--- src/sv/rgbhsv_pkg.sv ---
// shared types and constants for the rgb to hsv pixel pipeline
// no dependencies; imported by the top level and its checker
package rgbhsv_pkg;

   localparam int unsigned CHAN_W    = 8;
   localparam int unsigned SAT_REM_W = 16;  // holds 255 * delta
   localparam int unsigned HUE_REM_W = 13;  // holds 30 * |diff|
   localparam int unsigned HUE_QUO_W = 5;   // hue quotient never exceeds 30
   localparam int unsigned DIV_STEPS = 8;   // one saturation quotient bit per stage

   localparam logic [CHAN_W-1:0] HUE_BASE_GREEN = 8'd60;
   localparam logic [CHAN_W-1:0] HUE_BASE_BLUE  = 8'd120;
   localparam logic [CHAN_W-1:0] HUE_WRAP       = 8'd180;
   localparam logic [CHAN_W-1:0] HUE_LIMIT      = 8'd180;

   typedef enum logic [1:0] {
      SECT_RED,
      SECT_GREEN,
      SECT_BLUE
   } sector_type;

   typedef struct packed {
      logic [CHAN_W-1:0] maxv;
      logic [CHAN_W-1:0] delta;
      logic [CHAN_W-1:0] absdiff;
      logic              neg;
      sector_type        sector;
   } front_type;

   typedef struct packed {
      logic [SAT_REM_W-1:0] s_rem;
      logic [CHAN_W-1:0]    s_quo;
      logic [HUE_REM_W-1:0] h_rem;
      logic [HUE_QUO_W-1:0] h_quo;
      logic [CHAN_W-1:0]    maxv;
      logic [CHAN_W-1:0]    delta;
      logic                 neg;
      sector_type           sector;
   } div_type;

endpackage

--- src/sv/rgb_to_hsv_pixel.sv ---
// rgb to hsv pixel converter: 11-stage pipeline with two restoring dividers
// depends on rgbhsv_pkg
// a req beat reaches the rsp port through the front, div[0..8] and out registers
// throughput: one pixel per cycle while the output is not stalled, set by the one-bit-per-stage dividers
// each stage holds its own valid bit and fills any bubble ahead of a stall
// reset: synchronous, clears every valid bit; payload registers are not reset
module rgb_to_hsv_pixel (
   input  logic                      clock,
   input  logic                      reset,
   input  logic                      req_valid,
   output logic                      req_ready,
   input  logic [rgbhsv_pkg::CHAN_W-1:0] req_red,
   input  logic [rgbhsv_pkg::CHAN_W-1:0] req_green,
   input  logic [rgbhsv_pkg::CHAN_W-1:0] req_blue,
   output logic                      rsp_valid,
   input  logic                      rsp_ready,
   output logic [rgbhsv_pkg::CHAN_W-1:0] rsp_hue,
   output logic [rgbhsv_pkg::CHAN_W-1:0] rsp_saturation,
   output logic [rgbhsv_pkg::CHAN_W-1:0] rsp_brightness
);
   import rgbhsv_pkg::*;

   // ---------------------------------------------------------------
   // stage layout
   //   front    : max, min, sector, delta, |diff| and its sign
   //   div[0]   : scale numerators, 255*delta and 30*|diff|
   //   div[1..8]: one quotient bit per stage, saturation bits 7..0,
   //              hue bits 4..0 in the last five of those stages
   //   out      : hue sector offset, floor fixup, wrap, special cases
   // ---------------------------------------------------------------

   front_type         front_ff, front_in;
   logic              front_v_ff;
   logic              front_rdy;

   div_type           div_ff  [0:DIV_STEPS];
   div_type           div_in  [0:DIV_STEPS];
   logic [DIV_STEPS:0] div_v_ff;
   logic [DIV_STEPS:0] div_rdy;

   logic [CHAN_W-1:0] hue_ff, hue_in;
   logic [CHAN_W-1:0] sat_ff, sat_in;
   logic [CHAN_W-1:0] bri_ff, bri_in;
   logic              out_v_ff;
   logic              out_rdy;

   // ready chain: a stage takes a beat when it is empty or its content moves on
   assign out_rdy   = !out_v_ff || rsp_ready;
   assign div_rdy[DIV_STEPS] = !div_v_ff[DIV_STEPS] || out_rdy;
   genvar gi;
   generate
      for (gi = 0; gi < DIV_STEPS; gi++) begin : g_rdy
         assign div_rdy[gi] = !div_v_ff[gi] || div_rdy[gi+1];
      end
   endgenerate
   assign front_rdy = !front_v_ff || div_rdy[0];
   assign req_ready = front_rdy;

   // front stage: extremes and sector, red wins ties over green, green over blue
   always_comb begin
      logic [CHAN_W-1:0] mx;
      logic [CHAN_W-1:0] mn;
      logic [CHAN_W:0]   diff;
      mx = req_red;
      if (req_green > mx) mx = req_green;
      if (req_blue > mx) mx = req_blue;
      mn = req_red;
      if (req_green < mn) mn = req_green;
      if (req_blue < mn) mn = req_blue;
      priority if (req_red >= req_green && req_red >= req_blue) begin
         front_in.sector = SECT_RED;
         diff = {1'b0, req_green} - {1'b0, req_blue};
      end else if (req_green >= req_blue) begin
         front_in.sector = SECT_GREEN;
         diff = {1'b0, req_blue} - {1'b0, req_red};
      end else begin
         front_in.sector = SECT_BLUE;
         diff = {1'b0, req_red} - {1'b0, req_green};
      end
      front_in.maxv    = mx;
      front_in.delta   = mx - mn;
      front_in.neg     = diff[CHAN_W];
      front_in.absdiff = diff[CHAN_W] ? CHAN_W'(-diff) : diff[CHAN_W-1:0];
   end

   // numerator scaling by shift and subtract
   always_comb begin
      div_in[0].s_rem  = {front_ff.delta, 8'b0} - SAT_REM_W'(front_ff.delta);
      div_in[0].h_rem  = (HUE_REM_W'(front_ff.absdiff) << 5)
                       - (HUE_REM_W'(front_ff.absdiff) << 1);
      div_in[0].s_quo  = '0;
      div_in[0].h_quo  = '0;
      div_in[0].maxv   = front_ff.maxv;
      div_in[0].delta  = front_ff.delta;
      div_in[0].neg    = front_ff.neg;
      div_in[0].sector = front_ff.sector;
   end

   // restoring division steps; quotients are known to fit, so the trial
   // subtrahend is simply the divisor shifted to the bit under test
   generate
      for (gi = 0; gi < DIV_STEPS; gi++) begin : g_div
         localparam int unsigned SBIT = DIV_STEPS - 1 - gi;
         always_comb begin
            logic [SAT_REM_W-1:0] s_try;
            logic [HUE_REM_W-1:0] h_try;
            div_in[gi+1] = div_ff[gi];
            s_try = SAT_REM_W'(div_ff[gi].maxv) << SBIT;
            h_try = HUE_REM_W'(div_ff[gi].delta) << SBIT;
            if (div_ff[gi].s_rem >= s_try) begin
               div_in[gi+1].s_rem       = div_ff[gi].s_rem - s_try;
               div_in[gi+1].s_quo[SBIT] = 1'b1;
            end
            if (SBIT < HUE_QUO_W) begin
               if (div_ff[gi].h_rem >= h_try) begin
                  div_in[gi+1].h_rem = div_ff[gi].h_rem - h_try;
                  div_in[gi+1].h_quo[SBIT % HUE_QUO_W] = 1'b1;
               end
            end
         end
      end
   endgenerate

   // output stage: floor of a negative ratio is minus the ceiling of its magnitude
   always_comb begin
      div_type           d;
      logic [CHAN_W-1:0] mag;
      logic [CHAN_W-1:0] base;
      d   = div_ff[DIV_STEPS];
      mag = CHAN_W'(d.h_quo) + CHAN_W'(d.neg && (d.h_rem != '0));
      unique case (d.sector)
         SECT_RED:   base = '0;
         SECT_GREEN: base = HUE_BASE_GREEN;
         SECT_BLUE:  base = HUE_BASE_BLUE;
         default:    base = '0;
      endcase
      priority if (d.delta == '0) begin
         hue_in = '0;                    // gray pixel has no sector
      end else if (!d.neg) begin
         hue_in = base + mag;
      end else if (d.sector == SECT_RED && mag != '0) begin
         hue_in = HUE_WRAP - mag;        // negative red hue wraps around
      end else begin
         hue_in = base - mag;
      end
      sat_in = (d.maxv == '0) ? '0 : d.s_quo;  // black pixel
      bri_in = d.maxv;
   end

   // payload registers
   always_ff @(posedge clock) begin
      if (front_rdy && req_valid) front_ff <= front_in;
      if (out_rdy && div_v_ff[DIV_STEPS]) begin
         hue_ff <= hue_in;
         sat_ff <= sat_in;
         bri_ff <= bri_in;
      end
   end

   always_ff @(posedge clock) begin
      if (div_rdy[0] && front_v_ff) div_ff[0] <= div_in[0];
   end

   generate
      for (gi = 0; gi < DIV_STEPS; gi++) begin : g_div_reg
         always_ff @(posedge clock) begin
            if (div_rdy[gi+1] && div_v_ff[gi]) div_ff[gi+1] <= div_in[gi+1];
         end
      end
   endgenerate

   // valid bits
   always_ff @(posedge clock) begin
      if (reset) begin
         front_v_ff <= 1'b0;
         div_v_ff   <= '0;
         out_v_ff   <= 1'b0;
      end else begin
         if (front_rdy) front_v_ff <= req_valid;
         if (div_rdy[0]) div_v_ff[0] <= front_v_ff;
         for (int k = 0; k < DIV_STEPS; k++) begin
            if (div_rdy[k+1]) div_v_ff[k+1] <= div_v_ff[k];
         end
         if (out_rdy) out_v_ff <= div_v_ff[DIV_STEPS];
      end
   end

   assign rsp_valid      = out_v_ff;
   assign rsp_hue        = hue_ff;
   assign rsp_saturation = sat_ff;
   assign rsp_brightness = bri_ff;

endmodule

--- config.mk ---
export PLATFORM = sky130hd
export DESIGN_NAME = rgb_to_hsv_pixel
export DESIGN_NICKNAME = d
export VERILOG_FILES = /design/src/sv/rgbhsv_pkg.sv /design/src/sv/rgb_to_hsv_pixel.sv
export SDC_FILE = /design/constraint.sdc
export NUM_CORES = 1
export LEC_CHECK = 0
export BUFFER_PORTS_ARGS = -buffer_cell sky130_fd_sc_hd__buf_2
export CORE_MARGIN = 2
export CORE_UTILIZATION = 50
export CTS_BUF_LIST = sky130_fd_sc_hd__clkbuf_4 sky130_fd_sc_hd__clkbuf_8
export DETAILED_ROUTE_END_ITERATION = 8
export HOLD_SLACK_MARGIN = 0.02
export PLACE_DENSITY = 0.66
export SLEW_MARGIN = 20
export SYNTH_ARGS = -nofsm -noshare
export SYNTH_HDL_FRONTEND = slang
export SYNTH_SLANG_ARGS = --single-unit
--- constraint.sdc ---
create_clock -name clock -period 17.6 [get_ports clock]
set_input_delay 2.64 -clock clock [delete_from_list [all_inputs] [get_ports clock]]
set_output_delay 2.64 -clock clock [all_outputs]
set_load 0.01 [all_outputs]
==> metrics, run 1 <==
status completed; most common cell after layout, fill and taps aside edfxtp_1; DIE AREA around 53,000 um2; Avg Inst Size Synth about 12 um2; Hold Vio Cnt, Final 0; CP max stage delay 0.49 ns; Worst Skew 0.0285 ns; Initial Util between 50% and 60%; Pleak about 0.011 uW; worst reg2reg setup slack 13.27 ns; worst vdd ir around 0.047 mV; Crit Path Max Fanout 7; Most used DFF post-synth edfxtp_1; Avg WL per Cell about 15 um; warnings from Yosys 0; ys async rst share 0%; IO Pins 54; # DRC 0; Num CTS Buffers 81; Crit path buffers/inverters 2; clock buffer depth 3; vias in the first global route between 15,000 and 20,000; most frequent cells in the layout edfxtp_1 (502), inv_1 (219), ha_1 (171), nor2_1 (156), a21oi_1 (116); Slew @ Worst Pin ~0.97 ns; Worst R2R Path Depth 19; min-delay src div_ff[0][328]$_DFFE_PP_; chip height about 230 um; antenna violations before repair 1; CP Data Arrival Time 5.05 ns; FP Rows roughly 80; die width 230 um; DP Area 26,700 um2; cell count of the worst hold path 0; Fmax achieved 0.130 GHz; Pwr Density about 100 nW/um2; Reg clk slew, reported paths roughly 0.06 ns; Max Slew Vio Count 0; largest net degree at the start of global routing 58; Reg-to-Reg End rsp_hue[7]$_SDFFCE_PN0P_; # resized after CTS 0; Root Buffer Master clkbuf_8; worst setup path category in -> out; routed via count about 15,000; CTS hold repair buffers 0; worst r2r src div_ff[0][490]$_DFFE_PP_; core area slightly above 50,000 um2; worst-path cell chain buf_2, nor2b_1, and3_1, and3_1, and2_1, and3_1, nand4_1, buf_2; setup TNS 0 ns; Post-DRT Antenna Nets 0; Iter 0 DRT Violations approximately 670; global-route wire length before repair between 70,000 and 80,000 um; CTS tree yes; Top delay family on crit path simple AND/OR/NAND/NOR gates; netlist area before placement between 20,000 and 30,000 um2; Endpoint, Worst Hold div_ff[0][389]$_DFFE_PP_; design area 28,300 um2; Pwr Total roughly 2800 uW; Post-Syn Instances between 2,000 and 2,500; All-Layer GR Usage 17.0%; EDFF count, synth approximately 500; layout cells sized above 1 between 10% and 20%; Slew Limit Headroom a little over a third; htree depth 3; GPL Wtd Cong 0.862; total gr overflow 0; max cap viols 0; DR vias/cell between 5 and 6; Critical Path Start Type input pin; minimum clock period 7.69 ns; postcts setup bufs 0; CP Capture Type primary output; RSZ-0062 raised after global routing false; later-pin clock latency in the skew report 0.63 ns; post-synthesis cell type count 78; layout net count roughly 2,400; CP Data Required Time between 10 and 15 ns; class of the worst hold path reg -> reg; fraction of the yosys area taken by sequential cells approximately three fifths; flops & latches, synth between 500 and 600; DP Cell Count around 2,800; syn_nets 2,264; final WL 43,500 um; Period Utilization, post-route about 44%; # clock sinks ~510; Setup-failing EPs final 0; Slowest cell on crit path and3_1; IO Port Bufs 53; area delta synth->final 10.7%; most used cell, CP and3_1; Detailed Place HPWL approximately 33,000 um; first-pass detailed-route iteration total 8; Non-Filler Instances 2,908
-- flip-flops by register name (all words and copies together), names as in the netlist --
name            count
div_ff            451
rsp_brightness      8
div_in             19
div_v_ff            9
rsp_saturation      8
rsp_valid           1
front_v_ff          1
front_ff            8
rsp_hue             8
-- worst max-delay path by stage --
stage	start	endpoint	slack (ns)	cells after the start
after floorplan	rsp_ready	div_ff[0][105]$_SDFFCE_PN1P_	9.99	7
after global placement	req_green[1]	div_in[498]$_DFFE_PP_	9.07	25
after detailed placement	req_green[1]	div_in[498]$_DFFE_PP_	9.05	25
after CTS	req_green[1]	div_in[498]$_DFFE_PP_	9.78	25
after global routing	req_green[1]	div_in[498]$_DFFE_PP_	9.54	26
final	rsp_ready	req_ready	9.91	8
-- routing by layer --
metal  wire [um]  GRT usage, %  share of wire, %  vias up
li1            -             -                 -     7701
met1       17400          18.2                40     7091
met2       23200          32.3                53      267
met3        1480          2.86               3.4       94
met4        1430          7.78               3.3        0
met5           0             0                 0        -
-- report_power, final --
part	internal (uW)	switching, uW
Combinational	162	209
Clock	510	429
Sequential	1430	39.7
-- synthesized netlist by cell type, types with 7 or more instances --
cell type  number  area share [%]
o21ai_0       107             2.1
a21boi_0       26            0.76
o31ai_1        17            0.50
fa_1           17             1.3
mux2i_1        18            0.71
a21o_1         52             1.5
nand2_1       106             1.6
ha_1          171             8.4
dfxtp_1        11            0.86
or3_1          13            0.32
o21ai_1        16            0.31
and3_1         13            0.32
nor4b_1         7            0.24
o21a_1         15            0.44
a211oi_1        8            0.24
nand2b_1       27            0.66
nor4_1         20            0.49
nor3_1         31            0.61
mux2_2         16            0.71
a21oi_1       117             2.3
nand3_1        17            0.33
inv_1         219             3.2
clkbuf_1       19            0.28
edfxtp_1      502              59
nand4b_1        8            0.27
xor2_1         43             1.5
nor2_1        156             2.3
xnor2_1        91             3.1
a31oi_1        12            0.29
nor2b_1        54             1.3
nand4_1        21            0.51
and2_1         14            0.34
-- final cells by class --
cell class	instances	area [um2]
flip-flops and latches	513	15300
diodes	1	2.50
repair buffers	66	363
clock buffers	109	1340
multi-input cells	1288	9400
clock inverters	37	204
inverters	222	833
well taps	672	841
fillers	4131	22000
-- worst reg2reg max path: stages, from the launching register on --
cell and delay (ns):
edfxtp_1 0.61, inv_1 0.17, a41oi_1 0.23, ha_1 0.26, ha_1 0.30, inv_1 0.07, ha_1 0.21, nand4_1 0.09
o21ai_0 0.40, nand2b_1 0.11, ha_1 0.33, nor3b_1 0.17, o21ai_0 0.21, nand2b_1 0.08, a21oi_1 0.23, nor2b_1 0.08
nor3_1 0.18, xnor2_1 0.09, a21oi_1 0.19, nor2_1 0.06
-- through the flow --
| stage | utilization, % | hold slack (ns) | setup WS, ns |
|---|---|---|---|
| 4_1_cts | 56.2 | 0.402 | 9.78 |
| 5_1_grt | 56.3 | 0.418 | 9.54 |
| 3_3_place_gp | 53.2 | 0.401 | 9.07 |
| 3_5_place_dp | 53.2 | 0.405 | 9.05 |
| 2_1_floorplan | - | 0.400 | 9.99 |
| 6_report | 56.3 | 0.406 | 9.91 |
-- kinds of logic after synthesis --
group / synth area share, %
buffers and inverters: 3.71
multiplexers: 1.66
flip-flops: 59.9
adder cells (fa/ha/maj): 9.71
AND/OR/NAND/NOR: 10.1
XOR/XNOR: 4.60
AO/OA/AOI/OAI: 10.4
(Power assumes the default switching activity.)
==> run 2, diff against run 1 <==
- PLACE_DENSITY: 0.66 -> 0.68
- clock period: 17.6 -> 6.2 ns (I/O delays scaled with it)
==> metrics, run 2 (synthesis results as in run 1) <==
status completed; worst vdd ir between 0.15 and 0.2 mV; antenna violations before repair 1; postcts setup bufs 0; class of the worst hold path reg -> reg; Slew @ Worst Pin around 1.0 ns; Crit Path Max Fanout 13; CP Data Required Time ~6.6 ns; Fmax achieved 0.185 GHz; Avg WL per Cell approximately 15 um; final WL 43,200 um; final core occ ~56%; clock buffer depth 3; Slew Limit Headroom a little under a third; CTS hold repair buffers 0; metal2 WL between 20,000 and 25,000 um; global-route wire length before repair between 70,000 and 80,000 um; RSZ-0062 raised after global routing false; All-Layer GR Usage 16.9%; worst setup path category in -> reg; setup TNS 0 ns; IO Port Bufs 53; layout cells sized above 1 a little under an eighth; Post-DRT Antenna Nets 0; chip height 230 um; GPL Wtd Cong approximately 0.89; Worst Skew between 0.02 and 0.025 ns; CTS tree yes; area delta synth->final 11.1%; Root Buffer Master clkbuf_8; DP Worst Slack ~0.16 ns; met1 WL between 15,000 and 20,000 um; IO Pins 54; Pleak about 0.011 uW; Period Utilization, post-route between 80 and 90%; Initial Util between 50% and 60%; core area around 50,000 um2; number of diodes 0; max cap viols 0; highest metal used met4; Max Slew Vio Count 0; most common cell after layout, fill and taps aside edfxtp_1; Pwr Density ~280 nW/um2; # clock sinks a little over 500; largest net degree at the start of global routing 58; htree depth 3; die width between 200 and 250 um; CP Data Arrival Time 5.77 ns; routed via count 15,200; fillers 4,095; Final WS setup around 0.8 ns; layout net count roughly 2,400; FP Rows between 80 and 90; Hold Vio Cnt, Final 0; max FFs per register ~450; Reg clk slew, reported paths 0.06 ns; vias in the first global route between 15,000 and 20,000; Critical Path Start Type input pin; Iter 0 DRT Violations approximately 600; later-pin clock latency in the skew report about 0.62 ns; Top reg by flops div_ff; Detailed Place HPWL 33,000 um; DIE AREA about 53,000 um2; # DRC 0; # resized after CTS 0; met3 wire length approximately 1700 um; total gr overflow 0; most frequent cells in the layout edfxtp_1 (502), inv_1 (219), ha_1 (171), nor2_1 (156), a21oi_1 (117); DR vias/cell approximately 5.2; Setup-failing EPs final 0; minimum clock period 5.40 ns; Num CTS Buffers 82; CP Capture Type register; first-pass detailed-route iteration total 5
## run 2: cell types whose count changed in the layout (fill, tap and decap cells not counted), moves of 2 or more
cell	previous run	this run
clkinv_1	22	14
clkbuf_8	83	85
clkinv_2	8	12
buf_4	13	20
inv_6	2	0
clkbuf_4	26	29
## run 2: critical path, stage by stage
cell and delay, ns:
buf_2 0.15, inv_1 0.10, ha_1 0.29, nor2b_1 0.14
o31a_1 0.31, o31a_1 0.32, o21ai_2 0.18, buf_12 0.16
nor2_1 0.04, a21oi_1 0.20, ha_1 0.29, a21o_1 0.16
a21oi_1 0.14, nor2b_1 0.08, nor4b_1 0.36, a31o_2 0.26
nand2_1 0.06, o21ai_0 0.10, inv_1 0.07, ha_1 0.26
nor2b_1 0.12, o21ai_0 0.14, nand2b_1 0.09, a21o_1 0.18
a21o_1 0.18, a21o_1 0.17, a21oi_1 0.18, xnor2_1 0.09
## run 2: path summary, 6_finish.rpt
kind	start	to	slack, ns	cells past startpoint
worst min-delay path	div_ff[0][348]$_DFFE_PP_	div_ff[0][409]$_DFFE_PP_	0.41	0
worst max-delay path	req_green[1]	div_in[498]$_DFFE_PP_	0.80	28
worst min register to register	div_ff[0][348]$_DFFE_PP_	div_ff[0][409]$_DFFE_PP_	0.41	0
worst max register to register	div_ff[0][490]$_DFFE_PP_	rsp_hue[7]$_SDFFCE_PN0P_	1.81	19
## run 2: power breakdown
part / total [uW] / switching, uW / internal, uW
Combinational: 1080 / 597 / 479
Sequential: 4170 / 108 / 4060
Clock: 2740 / 1220 / 1520
Total: 7990 / 1930 / 6070
## run 2: metrics by stage
stage | hold WS [ns] | power (uW) | instances | instance area (um2)
3_5_place_dp | 0.405 | 5320 | 2769 | 26800
2_1_floorplan | 0.400 | 5030 | 2048 | 25500
4_1_cts | 0.405 | 8110 | 2913 | 28400
6_report | 0.409 | 7990 | 2913 | 28400
5_1_grt | 0.415 | 8410 | 2913 | 28400
3_3_place_gp | 0.401 | 5290 | 2769 | 26800
## run 2: cell type report
| cell class | instances | area (um2) | share of cell area [%] |
|---|---|---|---|
| Clock buffer | 114 | 1390 | 4.89 |
| Clock inverter | 30 | 188 | 0.662 |
| Inverter | 222 | 833 | 2.94 |
| Multi-Input combinational cell | 1288 | 9390 | 33.1 |
| Sequential cell | 513 | 15300 | 53.9 |
| Tap cell | 672 | 841 | 2.96 |
| Timing Repair Buffer | 74 | 435 | 1.53 |
## run 2: per-layer routing
layer / vias to the layer above / global-route usage [%]
li1: 7710 / -
met1: 7139 / 18.2
met2: 250 / 31.8
met3: 88 / 3.46
met4: 0 / 7.10
met5: - / 0
